## src/rtl/ps2mg_pkg.sv

```systemverilog
// shared types and constants for the ps/2 mouse packet decoder and stroke detector
// no dependencies
package ps2mg_pkg;

  localparam int unsigned BYTE_W   = 8;
  localparam int unsigned DELTA_W  = 9;
  localparam int unsigned TRAVEL_W = 16;
  localparam int unsigned TOL_W    = 8;
  localparam int unsigned CFG_W    = 16;

  // configuration register indexes
  localparam logic CFG_GESTURE_LENGTH = 1'b0;
  localparam logic CFG_MOVE_TOLERANCE = 1'b1;

  typedef enum logic [1:0] {
    PH_IDLE = 2'd0,
    PH_DRAW = 2'd1,
    PH_DONE = 2'd2
  } phase_e;

  typedef enum logic [1:0] {
    POS_FIRST  = 2'd0,
    POS_SECOND = 2'd1,
    POS_THIRD  = 2'd2
  } pos_e;

  typedef struct packed {
    phase_e                      phase;
    logic signed [TRAVEL_W-1:0] travel;
  } det_state_t;

endpackage

```

## src/rtl/ps2mg_detector.sv

```systemverilog
// stroke detector next-state logic, one packet per evaluation
// depends on ps2mg_pkg
module ps2mg_detector import ps2mg_pkg::*; (
  input  logic                      en_i,
  input  logic [BYTE_W-1:0]         status_i,
  input  logic signed [DELTA_W-1:0] dx_i,
  input  logic signed [DELTA_W-1:0] dy_i,
  input  logic signed [TRAVEL_W-1:0] length_i,
  input  logic [TOL_W-1:0]          tol_i,
  input  det_state_t                cur_i,
  output det_state_t                nxt_o
);

  logic                      xs, ys, len_pos, len_neg, x_match, y_match;
  logic signed [DELTA_W:0]   dx_ext, dy_ext;
  logic [DELTA_W:0]          dx_mag, dy_mag, tol_ext;
  logic signed [TRAVEL_W:0]  sum;
  logic signed [TRAVEL_W-1:0] sat_sum;
  det_state_t                mid;
  det_state_t                upd;

  assign xs      = status_i[4];
  assign ys      = status_i[5];
  assign len_neg = length_i[TRAVEL_W-1];
  assign len_pos = !length_i[TRAVEL_W-1] && (length_i != '0);
  assign x_match = (xs && len_neg) || (!xs && len_pos);
  assign y_match = (ys && len_neg) || (!ys && len_pos);

  assign dx_ext  = {dx_i[DELTA_W-1], dx_i};
  assign dy_ext  = {dy_i[DELTA_W-1], dy_i};
  assign dx_mag  = dx_ext[DELTA_W] ? $unsigned(-dx_ext) : $unsigned(dx_ext);
  assign dy_mag  = dy_ext[DELTA_W] ? $unsigned(-dy_ext) : $unsigned(dy_ext);
  assign tol_ext = {{(DELTA_W+1-TOL_W){1'b0}}, tol_i};

  // right button moves idle into draw, release clears the sum and returns draw to idle
  always_comb begin
    mid = cur_i;
    if (status_i[1]) begin
      if (cur_i.phase == PH_IDLE) mid.phase = PH_DRAW;
    end else begin
      mid.travel = '0;
      if (cur_i.phase == PH_DRAW) mid.phase = PH_IDLE;
    end
  end

  // saturating add of dy onto the running sum
  assign sum = {mid.travel[TRAVEL_W-1], mid.travel}
             + {{(TRAVEL_W+1-DELTA_W){dy_i[DELTA_W-1]}}, dy_i};
  always_comb begin
    if (sum[TRAVEL_W] != sum[TRAVEL_W-1]) begin
      sat_sum = sum[TRAVEL_W] ? {1'b1, {(TRAVEL_W-1){1'b0}}} : {1'b0, {(TRAVEL_W-1){1'b1}}};
    end else begin
      sat_sum = sum[TRAVEL_W-1:0];
    end
  end

  always_comb begin
    upd = mid;
    if (mid.phase == PH_DRAW) begin
      if (x_match) begin
        if (y_match) begin
          upd.travel = sat_sum;
        end else if (dy_mag > tol_ext) begin
          upd.travel = '0;
        end
        // goal test on the updated sum
        if (len_pos) begin
          if (upd.travel > length_i) upd.phase = PH_DONE;
        end else if (length_i > upd.travel) begin
          upd.phase = PH_DONE;
        end
      end else if (dx_mag > tol_ext) begin
        upd.travel = '0;
      end
    end
  end

  assign nxt_o = en_i ? upd : cur_i;

endmodule

```

## src/rtl/ps2_mouse_packet_gesture.sv

```systemverilog
// ps/2 mouse 3-byte packet decoder with right-button stroke detector
// a third byte passes through the input register, then its result is loaded into the output register
// throughput: one byte per cycle, sustained, while the output side takes results
// a third byte waits in the input register while an untaken result holds the output register
// reset (asynchronous, active low) clears alignment, detector phase, sum and config registers
module ps2_mouse_packet_gesture import ps2mg_pkg::*; (
  input  logic                       clk_i,
  input  logic                       rst_ni,
  // configuration write port
  input  logic                       cfg_we_i,
  input  logic                       cfg_index_i,
  input  logic [CFG_W-1:0]           cfg_wdata_i,
  // byte input channel
  input  logic                       in_valid_i,
  output logic                       in_stall_o,
  input  logic [BYTE_W-1:0]          rx_byte_i,
  // packet result channel
  output logic                       out_valid_o,
  input  logic                       out_stall_i,
  output logic                       left_button_o,
  output logic                       right_button_o,
  output logic                       middle_button_o,
  output logic signed [DELTA_W-1:0]  delta_x_o,
  output logic signed [DELTA_W-1:0]  delta_y_o,
  output logic                       x_overflow_o,
  output logic                       y_overflow_o,
  output logic [1:0]                 gesture_phase_out_o,
  output logic signed [TRAVEL_W-1:0] travel_sum_o
);

  // configuration registers
  logic signed [TRAVEL_W-1:0] gesture_length_q;
  logic [TOL_W-1:0]           move_tolerance_q;

  // input register
  logic              in_valid_q;
  logic [BYTE_W-1:0] in_byte_q;

  // packet alignment state
  pos_e              pos_q, pos_d;
  logic [BYTE_W-1:0] first_q, first_d;
  logic [BYTE_W-1:0] second_q, second_d;

  // detector state
  det_state_t det_q, det_d;

  // output register
  logic                       out_valid_q;
  logic [BYTE_W-1:0]          res_status_q;
  logic signed [DELTA_W-1:0]  res_dx_q, res_dy_q;
  det_state_t                 res_det_q;

  logic                       in_xfer, out_free, produce, advance, det_en;
  logic signed [DELTA_W-1:0]  dx, dy;

  // ---------------------------------------------------------------
  // configuration writes
  // ---------------------------------------------------------------
  always_ff @(posedge clk_i or negedge rst_ni) begin
    if (!rst_ni) begin
      gesture_length_q <= '0;
      move_tolerance_q <= '0;
    end else if (cfg_we_i) begin
      case (cfg_index_i)
        CFG_GESTURE_LENGTH: gesture_length_q <= cfg_wdata_i[TRAVEL_W-1:0];
        CFG_MOVE_TOLERANCE: move_tolerance_q <= cfg_wdata_i[TOL_W-1:0];
        default: ;
      endcase
    end
  end

  // ---------------------------------------------------------------
  // handshake: the byte in the input register moves on unless it
  // completes a packet and the output register is still occupied
  // ---------------------------------------------------------------
  assign out_free   = !out_valid_q || !out_stall_i;
  assign produce    = (pos_q == POS_THIRD);
  assign advance    = in_valid_q && (!produce || out_free);
  assign in_stall_o = in_valid_q && !advance;
  assign in_xfer    = in_valid_i && !in_stall_o;

  always_ff @(posedge clk_i or negedge rst_ni) begin
    if (!rst_ni) begin
      in_valid_q <= 1'b0;
    end else if (in_xfer) begin
      in_valid_q <= 1'b1;
    end else if (advance) begin
      in_valid_q <= 1'b0;
    end
  end

  always_ff @(posedge clk_i) begin
    if (in_xfer) begin
      in_byte_q <= rx_byte_i;
    end
  end

  // ---------------------------------------------------------------
  // packet alignment: a first byte needs its sync bit, else dropped
  // ---------------------------------------------------------------
  always_comb begin
    pos_d    = pos_q;
    first_d  = first_q;
    second_d = second_q;
    case (pos_q)
      POS_SECOND: begin
        second_d = in_byte_q;
        pos_d    = POS_THIRD;
      end
      POS_THIRD: begin
        pos_d = POS_FIRST;
      end
      default: begin
        if (in_byte_q[3]) begin
          first_d = in_byte_q;
          pos_d   = POS_SECOND;
        end else begin
          pos_d = POS_FIRST;
        end
      end
    endcase
  end

  always_ff @(posedge clk_i or negedge rst_ni) begin
    if (!rst_ni) begin
      pos_q    <= POS_FIRST;
      first_q  <= '0;
      second_q <= '0;
    end else if (advance) begin
      pos_q    <= pos_d;
      first_q  <= first_d;
      second_q <= second_d;
    end
  end

  // ---------------------------------------------------------------
  // movement decode, sign bits from the status byte
  // ---------------------------------------------------------------
  assign dx = {first_q[4], second_q};
  assign dy = {first_q[5], in_byte_q};

  // overflow packets leave the detector alone
  assign det_en = produce && (first_q[7:6] == 2'b00);

  ps2mg_detector u_detector (
    .en_i     (det_en),
    .status_i (first_q),
    .dx_i     (dx),
    .dy_i     (dy),
    .length_i (gesture_length_q),
    .tol_i    (move_tolerance_q),
    .cur_i    (det_q),
    .nxt_o    (det_d)
  );

  always_ff @(posedge clk_i or negedge rst_ni) begin
    if (!rst_ni) begin
      det_q.phase  <= PH_IDLE;
      det_q.travel <= '0;
    end else if (advance) begin
      det_q <= det_d;
    end
  end

  // ---------------------------------------------------------------
  // output register
  // ---------------------------------------------------------------
  always_ff @(posedge clk_i or negedge rst_ni) begin
    if (!rst_ni) begin
      out_valid_q <= 1'b0;
    end else if (advance && produce) begin
      out_valid_q <= 1'b1;
    end else if (!out_stall_i) begin
      out_valid_q <= 1'b0;
    end
  end

  always_ff @(posedge clk_i) begin
    if (advance && produce) begin
      res_status_q <= first_q;
      res_dx_q     <= dx;
      res_dy_q     <= dy;
      res_det_q    <= det_d;
    end
  end

  assign out_valid_o         = out_valid_q;
  assign left_button_o       = res_status_q[0];
  assign right_button_o      = res_status_q[1];
  assign middle_button_o     = res_status_q[2];
  assign delta_x_o           = res_dx_q;
  assign delta_y_o           = res_dy_q;
  assign x_overflow_o        = res_status_q[6];
  assign y_overflow_o        = res_status_q[7];
  assign gesture_phase_out_o = res_det_q.phase;
  assign travel_sum_o        = res_det_q.travel;

`ifndef SYNTHESIS
  // done is sticky
  a_done_sticky: assert property (@(posedge clk_i) disable iff (!rst_ni)
    det_q.phase == PH_DONE |=> det_q.phase == PH_DONE)
    else $error("detector left done");

  // a completed packet realigns to the first byte
  a_realign: assert property (@(posedge clk_i) disable iff (!rst_ni)
    advance && produce |=> pos_q == POS_FIRST && out_valid_q)
    else $error("packet completion did not realign or load result");

  // an unsynced first byte is dropped
  a_drop: assert property (@(posedge clk_i) disable iff (!rst_ni)
    advance && pos_q == POS_FIRST && !in_byte_q[3] |=> pos_q == POS_FIRST)
    else $error("unsynced byte taken as packet start");

  // overflow packets leave the detector unchanged
  a_ovf_hold: assert property (@(posedge clk_i) disable iff (!rst_ni)
    advance && produce && first_q[7:6] != 2'b00 |=> $stable(det_q))
    else $error("overflow packet changed detector state");
`endif

endmodule
```

## config.mk

```make
export PLATFORM = sky130hd
export DESIGN_NAME = ps2_mouse_packet_gesture
export DESIGN_NICKNAME = d
export VERILOG_FILES = /design/src/rtl/ps2mg_pkg.sv /design/src/rtl/ps2mg_detector.sv /design/src/rtl/ps2_mouse_packet_gesture.sv
export SDC_FILE = /design/constraint.sdc
export NUM_CORES = 1
export LEC_CHECK = 0
export BUFFER_PORTS_ARGS = -buffer_cell sky130_fd_sc_hd__buf_2
export CORE_MARGIN = 2
export CORE_UTILIZATION = 50
export DETAILED_ROUTE_END_ITERATION = 6
export GPL_ROUTABILITY_DRIVEN = 1
export PLACE_DENSITY = 0.7
export SLEW_MARGIN = 20
export SYNTH_ARGS = -nofsm -noshare
export SYNTH_HDL_FRONTEND = slang
export SYNTH_HIERARCHICAL = 1
export SYNTH_SLANG_ARGS = --single-unit
```

## constraint.sdc

```tcl
create_clock -name clk_i -period 11.4 [get_ports clk_i]
set_input_delay 0.57 -clock clk_i [delete_from_list [all_inputs] [get_ports clk_i]]
set_output_delay 0.57 -clock clk_i [all_outputs]
set_load 0.005 [all_outputs]
```

==> key figures <==
Timing
  – Max Clock Freq: 0.1400 GHz
  – Tightest Pin Transition: 1.046 ns
  – Max_slew headroom: 30.14%
  – Final hold viol count: 0
  – Tcrit/Tclk final: 62.64%
  – Setup violators final: 0
  – Minimum clock period: 7.141 ns
  – Max Slew Vio Count: 0
  – Setup tns final: 0 ns
  – Clk_skew: 0.007179 ns
  – RSZ-0062 raised after global routing: false

Routing
  – DRT Wirelength: 14,500 um
  – Antenna viol nets, final: 0
  – First drt pass iteration count: 5
  – Via density per instance: 5.752
  – DRC: 0
  – WL per Instance: 18.42 um
  – Vias: 4,527
  – Initial DRC Count: 283

Logic synthesis
  – Yosys warns: 6
  – Mapped Area: 0.006364 sq mm
  – Synthesized instance count: 541
  – Mean post-synth cell area: 11.76 sq um
  – Post-Syn Nets: 626

Cells and area
  – Final nets: 696
  – Finished layout cell area: 0.007138 sq mm
  – Multi-input gate area: 0.003186 sq mm
  – Sequential cell area: 0.002998 sq mm
  – Synth-to-layout area growth: 12.17%
  – Fill cells: 1,079
  – # diodes: 0
  – Most common cell after layout, fill and taps aside: buf_2
  – Finished Core Util: 57.03%
  – Share of layout cells above drive strength 1: 26.02%
  – Non-filler instance count after layout: 787
  – Most frequent cells in the layout: buf_2 (72), dfrtp_1 (61), ha_1 (54)

CTS
  – TritonCTS Buffers: 9
  – Post-CTS setup buffer count: 0
  – CTS tree: built
  – Clock tree buffer depth: 2
  – Total clock sinks: 110
  – Clk_lat worst skew: 0.35 ns
  – Worst-path clk slew: 0.07 ns
  – Resized Gates After CTS: 0
  – Cts hold-fix bufs: 0
  – Root Buffer: clkbuf_16
  – H-tree depth: 3

Worst setup path
  – Worst setup SP type: flip-flop
  – Logic depth of the worst setup path including buffers: 22
  – CP Data Arrival Time: 7.38 ns
  – Reg2Reg Setup Slack: 4.26 ns
  – CP Max Fanout: 21
  – Reg2reg start: first_q[5]
  – Crit-path slowest cell: dfrtp_1
  – CP Data Required Time: 11.64 ns
  – Worst R2R Path Depth: 22
  – Crit path cell chain: ha_1 -> a21o_1 -> a21oi_1 -> o22ai_1 -> a211o_1 -> a21o_1 -> a21oi_1 -> xnor2_1 -> ha_1 -> clkinv_1 -> and2_1 -> a31oi_2 -> a21oi_1 -> a21oi_1 -> ha_1 -> a21oi_1 -> nor3_1 -> or4b_2 -> o32ai_1 -> mux2_2 -> a31o_2 -> mux2_2
  – Critical R2R Capture: det_q[17]
  – CP endpoint kind: flip-flop
  – Buffers & Inverters on Critical Path: 1
  – Worst Setup EP: det_q[17]
  – Crit path from: first_q[5]
  – CP delay by family, top: compound AO/OA/AOI/OAI gates
  – Slowest cell delay on critical path: 0.87 ns
  – CP dominant cell by count: a21oi_1
  – Critical path type: reg -> reg

Placement
  – Placed insts: 772
  – Final GP Congestion: 0.8667
  – Placed inst area: 0.006864 sq mm
  – Port bufs: 72
  – HPWL Detailed: 10,680 um

GRT
  – GRT Total Usage: 22.72%
  – Vias in the first global route: 4,436
  – Global-route wire length before repair: 23,470 um
  – Initial antenna violation count: 0
  – Largest net degree at the start of global routing: 62
  – Grt ovf: 0

Power
  – Power Density: 265.1 mW/mm^2
  – VDD IR max: 0.0001109 V
  – Total power: 1.893 mW
  – LEAKAGE: 3.144 nW

Floorplan
  – Starting Density: 50.84%
  – CORE AREA: 0.01252 sq mm
  – Boundary pin count: 73
  – Die footprint: 0.01365 sq mm
  – Row count: 41
  – Die Height: 116.8 um
  – DIE WIDTH: 116.8 um

Outcome
  – Status: completed

Job
  – MaxCap Viol Count: 0

Hold path
  – Worst hold path class: in -> async
## how the worst min path moves through the flow
stage	startpoint	end	slack [ns]	cells after the start
6_report	rst_ni	second_q[5]	0.37	2
5_1_grt	rx_byte_i[6]	in_byte_q[6]	0.37	1
4_1_cts	rx_byte_i[7]	in_byte_q[7]	0.37	1
3_5_place_dp	first_q[2]	res_status_q[2]	0.44	0
3_3_place_gp	first_q[0]	res_status_q[0]	0.44	0
2_1_floorplan	rst_ni	det_q[0]	0.27	0
## per-stage QoR
stage               worst slack, ns  hold slack [ns]
global placement              4.586           0.4401
global route                  3.718           0.3736
floorplan                     4.986           0.2744
finish                        4.259           0.3673
CTS                           4.278           0.3727
detailed placement            4.306           0.4402
## final cells by class
cell class / instances / area share (%)
multi-input cells: 392 / 44.63
flip-flops and latches: 110 / 42.00
repair buffers: 74 / 5.259
clock buffers: 10 / 3.208
well taps: 172 / 3.015
inverters: 24 / 1.262
clock inverters: 5 / 0.6310
## flip-flops by register name (all words and copies together), names as in the netlist, 8 cells and up
register / cells
delta_x_o: 8
delta_y_o: 8
det_q: 18
gesture_length_q: 16
in_byte_q: 8
move_tolerance_q: 8
second_q: 8
travel_sum_o: 16
## per-layer routing
metal  share of wire, %  track usage (%)  vias to the layer above
met4                2.1            7.765                        0
li1                   -                -                     2148
met2                 45            34.07                      131
met1                 47            33.27                     2225
met5                  0                0                        -
met3                5.1            4.377                       23
## power breakdown
| part | total [mW] | switching [mW] | internal (mW) | leakage [nW] |
|---|---|---|---|---|
| clock network | 0.298 | 0.147 | 0.150 | 0.131 |
| logic | 0.947 | 0.521 | 0.426 | 1.80 |
| registers | 0.647 | 0.118 | 0.530 | 1.21 |
| total | 1.89 | 0.787 | 1.11 | 3.14 |
Power figures use the tool's default switching activity.
